$ cat config.mk
export PLATFORM = sky130hd
export DESIGN_NAME = nslu_ctrl
export DESIGN_NICKNAME = d
export VERILOG_FILES = /design/src/hdl/nslu_pkg.sv /design/src/hdl/nslu_ctrl.sv
export SDC_FILE = /design/constraint.sdc
export NUM_CORES = 1
export LEC_CHECK = 0
export ABC_AREA = 0
export BUFFER_PORTS_ARGS = -buffer_cell sky130_fd_sc_hd__buf_2
export CAP_MARGIN = 5
export CELL_PAD_IN_SITES_DETAIL_PLACEMENT = 1
export CELL_PAD_IN_SITES_GLOBAL_PLACEMENT = 1
export CORE_MARGIN = 3
export CORE_UTILIZATION = 38
export CTS_BUF_LIST = sky130_fd_sc_hd__clkbuf_16
export CTS_CLUSTER_DIAMETER = 60
export DETAILED_ROUTE_END_ITERATION = 10
export HOLD_SLACK_MARGIN = 0.03
export PLACE_DENSITY = 0.86
export SYNTH_ARGS = -nofsm -noshare
export SYNTH_HDL_FRONTEND = slang
export SYNTH_SLANG_ARGS = --single-unit
$ cat constraint.sdc
create_clock -name clk -period 2.6 [get_ports clk]
set_input_delay 0 -clock clk [delete_from_list [all_inputs] [get_ports clk]]
set_output_delay 0 -clock clk [all_outputs]
set_load 0.005 [all_outputs]
$ cat src/hdl/nslu_pkg.sv
// Shared types and constants for the nonsingular subset LU pivot block.
package nslu_pkg;

  // Fixed sizes of the block.
  localparam int MAX_P     = 16;
  localparam int PB        = 4;
  localparam int LA_W      = 2 * PB;
  localparam int L_DEPTH   = MAX_P * MAX_P;
  localparam int IDX_W     = 16;
  localparam int VAL_W     = 32;
  localparam int WORK_W    = 48;
  localparam int L_W       = 32;
  localparam int Q_W       = 31;
  localparam int PC_W      = 5;
  localparam int OBS_W     = 16;
  localparam int THR_W     = 31;
  localparam int CFG_W     = 31;
  localparam int CFG_IDX_W = 2;
  localparam int STEP_W    = 5;

  localparam logic [PC_W-1:0]   P_MAX     = 5'd16;
  localparam logic [PC_W-1:0]   P_MIN     = 5'd1;
  localparam logic [STEP_W-1:0] DIV_LAST  = 5'd30;
  localparam logic [IDX_W-1:0]  SKIP_MAX  = 16'hFFFF;
  localparam logic [WORK_W-1:0] WORK_MAXV = 48'h7FFF_FFFF_FFFF;
  localparam logic [WORK_W-1:0] WORK_MINV = 48'h8000_0000_0000;

  // Reset values of the configuration registers.
  localparam logic [PC_W-1:0]  PC_RESET  = 5'd4;
  localparam logic [OBS_W-1:0] OBS_RESET = 16'hFFFF;
  localparam logic [THR_W-1:0] THR_RESET = 31'd1;

  // Operation codes of an input item.
  localparam logic OP_ELEMENT = 1'b0;
  localparam logic OP_END     = 1'b1;

  // Configuration register indexes.
  typedef enum logic [CFG_IDX_W-1:0] {
    CFG_PARAM_COUNT = 2'd0,
    CFG_OBS_COUNT   = 2'd1,
    CFG_THRESHOLD   = 2'd2
  } cfg_idx_t;

  // Kinds of result that the controller asks for.
  typedef enum logic [2:0] {
    EM_END   = 3'd0,
    EM_FAULT = 3'd1,
    EM_FULL  = 3'd2,
    EM_ACC   = 3'd3,
    EM_SKIP  = 3'd4
  } emit_kind_t;

  typedef struct packed {
    logic                    operation;
    logic [IDX_W-1:0]        column_index;
    logic signed [VAL_W-1:0] element_value;
  } in_item_t;

  typedef struct packed {
    logic [IDX_W-1:0] candidate_column;
    logic             accepted;
    logic [PC_W-1:0]  rank;
    logic [IDX_W-1:0] skipped_count;
    logic             finished;
    logic             singular;
  } out_item_t;

  // Commands from the controller to the datapath.
  typedef struct packed {
    logic       take;
    logic       load_s;
    logic       mac_rd;
    logic       mac_mul;
    logic       mac_acc;
    logic       store;
    logic       swap_rd;
    logic       swap_wr;
    logic       ls_rj;
    logic       ls_rm;
    logic       ls_wj;
    logic       ls_wm;
    logic       dv_load;
    logic       dv_step;
    logic       dv_first;
    logic       dv_wr;
    logic       emit;
    emit_kind_t kind;
    logic [PB-1:0] i;
    logic [PB-1:0] t;
  } dp_cmd_t;

  // Status from the datapath to the controller.
  typedef struct packed {
    logic            in_end;
    logic            col_done;
    logic            fault;
    logic            full_rank;
    logic [PC_W-1:0] rank;
    logic [PC_W-1:0] p;
    logic            piv_ok;
    logic            mu_ne_j;
    logic            out_free;
  } dp_sts_t;

endpackage

$ cat src/hdl/nslu_ctrl.sv
// Controller state machine that sequences substitution, pivoting and division.
module nslu_ctrl import nslu_pkg::*; (
  input  logic    clk,
  input  logic    rst_n,
  input  logic    in_valid,
  output logic    in_stall,
  input  dp_sts_t sts,
  output dp_cmd_t cmd
);

  typedef enum logic [17:0] {
    S_IDLE  = 18'd1,
    S_LOAD  = 18'd2,
    S_MRD   = 18'd4,
    S_MMUL  = 18'd8,
    S_MACC  = 18'd16,
    S_STORE = 18'd32,
    S_JUDGE = 18'd64,
    S_SW1   = 18'd128,
    S_SW2   = 18'd256,
    S_LRJ   = 18'd512,
    S_LRM   = 18'd1024,
    S_LWJ   = 18'd2048,
    S_LWM   = 18'd4096,
    S_DVST  = 18'd8192,
    S_DVL   = 18'd16384,
    S_DVS   = 18'd32768,
    S_DVW   = 18'd65536,
    S_EMIT  = 18'd131072
  } state_t;

  state_t            state_r, state_nxt;
  logic [PC_W-1:0]   i_r, i_nxt;
  logic [PB-1:0]     t_r, t_nxt;
  logic [STEP_W-1:0] step_r, step_nxt;
  emit_kind_t        kind_r, kind_nxt;
  logic [PC_W-1:0]   lim;
  logic [PC_W-1:0]   t_inc;
  logic [PC_W-1:0]   i_inc;
  logic              accept;

  assign in_stall = (state_r != S_IDLE);
  assign accept   = in_valid && (state_r == S_IDLE);
  assign lim      = (i_r < sts.rank) ? i_r : sts.rank;
  assign t_inc    = {1'b0, t_r} + 5'd1;
  assign i_inc    = i_r + 5'd1;

  // State and loop counters.
  always_ff @(posedge clk) begin
    if (!rst_n) begin
      state_r <= S_IDLE;
      i_r     <= '0;
      t_r     <= '0;
      step_r  <= '0;
      kind_r  <= EM_END;
    end else begin
      state_r <= state_nxt;
      i_r     <= i_nxt;
      t_r     <= t_nxt;
      step_r  <= step_nxt;
      kind_r  <= kind_nxt;
    end
  end

  // Next state and commands.
  always_comb begin
    state_nxt = state_r;
    i_nxt     = i_r;
    t_nxt     = t_r;
    step_nxt  = step_r;
    kind_nxt  = kind_r;
    cmd       = '0;
    cmd.kind  = kind_r;
    cmd.i     = i_r[PB-1:0];
    cmd.t     = t_r;
    unique case (state_r)
      S_IDLE: begin
        cmd.take = accept;
        if (accept) begin
          i_nxt = '0;
          if (sts.in_end) begin
            kind_nxt  = EM_END;
            state_nxt = S_EMIT;
          end else if (sts.col_done) begin
            if (sts.fault) begin
              kind_nxt  = EM_FAULT;
              state_nxt = S_EMIT;
            end else if (sts.full_rank) begin
              kind_nxt  = EM_FULL;
              state_nxt = S_EMIT;
            end else begin
              state_nxt = S_LOAD;
            end
          end
        end
      end
      S_LOAD: begin
        cmd.load_s = 1'b1;
        t_nxt      = '0;
        state_nxt  = (lim == '0) ? S_STORE : S_MRD;
      end
      S_MRD: begin
        cmd.mac_rd = 1'b1;
        state_nxt  = S_MMUL;
      end
      S_MMUL: begin
        cmd.mac_mul = 1'b1;
        state_nxt   = S_MACC;
      end
      S_MACC: begin
        cmd.mac_acc = 1'b1;
        if (t_inc == lim) begin
          state_nxt = S_STORE;
        end else begin
          t_nxt     = t_inc[PB-1:0];
          state_nxt = S_MRD;
        end
      end
      S_STORE: begin
        cmd.store = 1'b1;
        if (i_inc == sts.p) begin
          state_nxt = S_JUDGE;
        end else begin
          i_nxt     = i_inc;
          state_nxt = S_LOAD;
        end
      end
      S_JUDGE: begin
        if (!sts.piv_ok) begin
          kind_nxt  = EM_SKIP;
          state_nxt = S_EMIT;
        end else if (sts.mu_ne_j) begin
          state_nxt = S_SW1;
        end else begin
          state_nxt = S_DVST;
        end
      end
      S_SW1: begin
        cmd.swap_rd = 1'b1;
        state_nxt   = S_SW2;
      end
      S_SW2: begin
        cmd.swap_wr = 1'b1;
        t_nxt       = '0;
        state_nxt   = (sts.rank != '0) ? S_LRJ : S_DVST;
      end
      // Swap of the already filled factor columns of rows j and mu.
      S_LRJ: begin
        cmd.ls_rj = 1'b1;
        state_nxt = S_LRM;
      end
      S_LRM: begin
        cmd.ls_rm = 1'b1;
        state_nxt = S_LWJ;
      end
      S_LWJ: begin
        cmd.ls_wj = 1'b1;
        state_nxt = S_LWM;
      end
      S_LWM: begin
        cmd.ls_wm = 1'b1;
        if (t_inc == sts.rank) begin
          state_nxt = S_DVST;
        end else begin
          t_nxt     = t_inc[PB-1:0];
          state_nxt = S_LRJ;
        end
      end
      S_DVST: begin
        i_nxt = sts.rank + 5'd1;
        if ((sts.rank + 5'd1) >= sts.p) begin
          kind_nxt  = EM_ACC;
          state_nxt = S_EMIT;
        end else begin
          state_nxt = S_DVL;
        end
      end
      S_DVL: begin
        cmd.dv_load = 1'b1;
        step_nxt    = '0;
        state_nxt   = S_DVS;
      end
      S_DVS: begin
        cmd.dv_step  = 1'b1;
        cmd.dv_first = (step_r == '0);
        if (step_r == DIV_LAST) begin
          state_nxt = S_DVW;
        end else begin
          step_nxt = step_r + 5'd1;
        end
      end
      S_DVW: begin
        cmd.dv_wr = 1'b1;
        if (i_inc >= sts.p) begin
          kind_nxt  = EM_ACC;
          state_nxt = S_EMIT;
        end else begin
          i_nxt     = i_inc;
          state_nxt = S_DVL;
        end
      end
      S_EMIT: begin
        if (sts.out_free) begin
          cmd.emit  = 1'b1;
          state_nxt = S_IDLE;
        end
      end
      default: begin
        state_nxt = S_IDLE;
      end
    endcase
  end

endmodule

==> impl_metrics.py <==
metrics = {
    "place": {
        "portBuffers": 48,
        "post-place-ws_ns": -0.115,
        "post-dp-hpwl_um": 7350,
        "placed_cells": 511,
        "place_congestion": 0.906,
        "place_area_sq_um": 3360,
    },
    "route": {
        "drtAntennaViolNets": 0,
        "wl_per_cell_um": 19.6,
        "avgViaCountPerCell": 5.90,
        "first_iter_violations": 233,
        "wl_um": 10300,
        "drc": 0,
        "num_vias": 3098,
        "dr.pass1.iters": 4,
    },
    "synth": {
        "ys_ff_latch": 35,
        "yosys_warnings": 0,
        "ys_seq_area_share_pct": 24.3,
        "syn-num-nets": 395,
        "syn_area_sq_um": 2880,
        "yosysTopAreaCell": "dfxtp_1",
        "postSynthAreaPerCell_sq_um": 8.13,
        "synth_ff_type": "dfxtp_1",
        "ys_types": 66,
        "async_flop_share_pct": 0,
        "synth_cells": 354,
        "ys_top_cells_by_area": "dfxtp_1 24%, ha_1 9.1%, nor2_1 5.3%",
        "synth_top_area_share_pct": 24.3,
        "synth-edff-count": 0,
    },
    "floorplanning": {
        "ios": 49,
        "core.rowCount": 31,
        "core_area_sq_um": 7290,
        "die_w_um": 93.0,
        "die_area_sq_um": 8660,
        "fp.dieH_um": 93.0,
        "initial_core_util_pct": 39.5,
    },
    "cts": {
        "cts_buffers": 5,
        "clk_path_buf_depth": 2,
        "htree_levels": 2,
        "clockRootBuffer": "clkbuf_16",
        "insertion_delay_ns": 0.28,
        "cts_tree": "done",
        "clock-sinks": 35,
        "cts.clk_slew.worst_paths_ns": 0.06,
    },
    "critical_path": {
        "r2r-end": "t_r[0]",
        "end_kind": "flop",
        "crit_fanout": 7,
        "r2r_cells": 9,
        "cp_num_buf_inv": 2,
        "crit_required_ns": 2.74,
        "ff2ff_setup_slack_ns": -0.06,
        "timing.rr.start": "i_r[4]",
        "cp_common_cell": "buf_4",
        "crit_arrival_ns": 2.79,
        "path_cells": "ha_2, a21o_1, a31oi_2, buf_4, mux2i_1, xor2_1, buf_4, o311ai_0, o211ai_1",
        "critPathLaunchType": "flop",
        "crit_type": "reg2reg",
        "slowest_delay_ns": 0.45,
        "crit_family": "compound AO/OA/AOI/OAI gates",
        "critical_path.slowest_cell": "o311ai_0",
        "crit_path_start": "i_r[4]",
    },
    "sta": {
        "worst_slew_pin_slew_ns": 0.641,
        "worst_clock_skew_ns": 0.00478,
        "fmax_ghz": 0.377,
        "worst_slack_ns": -0.0554,
        "min_period_ns": 2.66,
        "holdWs_ns": 0.0309,
        "rsz0062_at_grt": "true",
        "fin_crit_sh_pct": 102,
        "setup_violations": 4,
        "slew_headroom_pct": 56.9,
        "finalMaxSlewViolations": 0,
        "hold_viol_final": 0,
    },
    "min_path": {
        "hp-start": "sts[14]",
        "hold_class": "in2reg",
        "worstHoldEndpoint": "state_r[1]",
        "whs_path_depth": 3,
    },
    "pwr": {
        "p_leak_nw": 1.63,
        "report.power.total_mw": 1.86,
        "ir_drop_uv": 354,
        "power_per_cell_area_nw_per_um2": 509,
    },
    "layout": {
        "final_area_sq_um": 3660,
        "seqCellArea_sq_um": 704,
        "drive_above_1_share_pct": 27.2,
        "multi_input_area_sq_um": 2120,
        "antenna-diode-count": 0,
        "fillers": 942,
        "stdcell_count": 525,
        "areaGrowthSynthToFinish_pct": 27.0,
        "finalNetCount": 466,
    },
    "global_routing": {
        "antenna_found_initial": 0,
        "track_usage_pct": 23.5,
        "grt_overflow_total": 0,
        "grt_pass1_wl_um": 16300,
        "grt_max_degree": 18,
        "grt_use_met3_pct": 3.86,
        "grt_pass1_vias": 3247,
        "busiest_layer": "met2",
        "met2_usage_pct": 42.7,
        "globalRouteMet1Util_pct": 28.3,
    },
    "run": {
        "cap_violations": 0,
    },
    "status": {
        "violations": "negative setup slack",
        "status": "complete, but fails checks",
    },
}
worst min-delay path, cell delays in order:
cell and delay, ns:
buf_2 0.10, or4_1 0.10, a21oi_1 0.05
Yosys cell counts (7+ instances only):
library cell and instances:
ha_1 21, nand2b_1 7, nor4_1 10, nand3_1 8, o21ai_0 9, a21oi_1 8
and4_1 11, xor2_1 9, o211ai_1 9, nor2_1 41, inv_1 22, nand4_1 9
mux2i_1 7, nor3b_1 7, dfxtp_1 35, xnor2_1 10, nand2_1 23, nor2b_1 8
kinds of logic after synthesis:
family,count (synthesis),share of synthesized area [%]
compound gates,67,18.0
flops,35,24.3
fa+ha+maj,21,9.13
mux,7,2.43
xor+xnor,20,6.35
buf+inv,37,5.52
simple gates,167,34.2
final cells by class:
class / count / area share [%]
Clock buffer: 5 / 3.42
Clock inverter: 3 / 0.650
Inverter: 23 / 2.36
Multi-Input combinational cell: 282 / 57.9
Sequential cell: 35 / 19.3
Tap cell: 99 / 3.39
Timing Repair Buffer: 78 / 13.0
what timing repair did:
action,4_1_cts,5_1_grt
resized for setup,8,14
setup buffers,1,2
endpoints found under the setup margin,7,22
hold buffers,3,0
endpoints found under the hold margin,2,0
pin swaps,3,3
report_power, final:
part | leakage (nW) | internal (mW) | switching, mW
sequential | 0.284 | 0.566 | 0.0219
clock | 0.0664 | 0.358 | 0.253
combinational | 1.28 | 0.279 | 0.385
layout by cell type, fill, tap and decap left out, drive strengths merged, types with 6 or more instances in the layout:
| cell | n |
|---|---|
| mux2i | 7 |
| nand3 | 8 |
| nor2 | 41 |
| and2 | 6 |
| nand2b | 7 |
| nand2 | 23 |
| and4 | 11 |
| nor3b | 7 |
| inv | 23 |
| dfxtp | 35 |
| buf | 75 |
| nand4 | 9 |
| nor2b | 9 |
| ha | 21 |
| xnor2 | 11 |
| nor4 | 10 |
| xor2 | 9 |
| o211ai | 9 |
| a21oi | 10 |
| o21ai | 10 |
flip-flops by register name, summed over array words and instances, names as in the netlist:
| signal | count |
|---|---|
| i_r | 5 |
| kind_r | 3 |
| state_r | 18 |
| step_r | 5 |
| t_r | 4 |
routing by layer:
metal / vias to the layer above / wire length (um)
met5: - / 0
met1: 1537 / 4310
met3: 24 / 405
met4: 0 / 197
li1: 1453 / -
met2: 84 / 5360
worst max path at each step:
stage	slack, ns	cells after the start	to
floorplan	0.03	11	i_r[4]
global placement	0.04	10	i_r[2]
detailed placement	-0.12	10	i_r[4]
CTS	0.02	8	t_r[2]
global route	-0.27	9	t_r[0]
finish	-0.06	9	t_r[0]
stage by stage:
stage | TNS, ns | util [%]
3_5_place_dp | -0.370 | 46.1
3_3_place_gp | 0 | 46.1
4_1_cts | 0 | 49.2
2_1_floorplan | 0 | -
5_1_grt | -1.36 | 50.2
6_report | -0.0909 | 50.2
(Power assumes the default switching activity.)
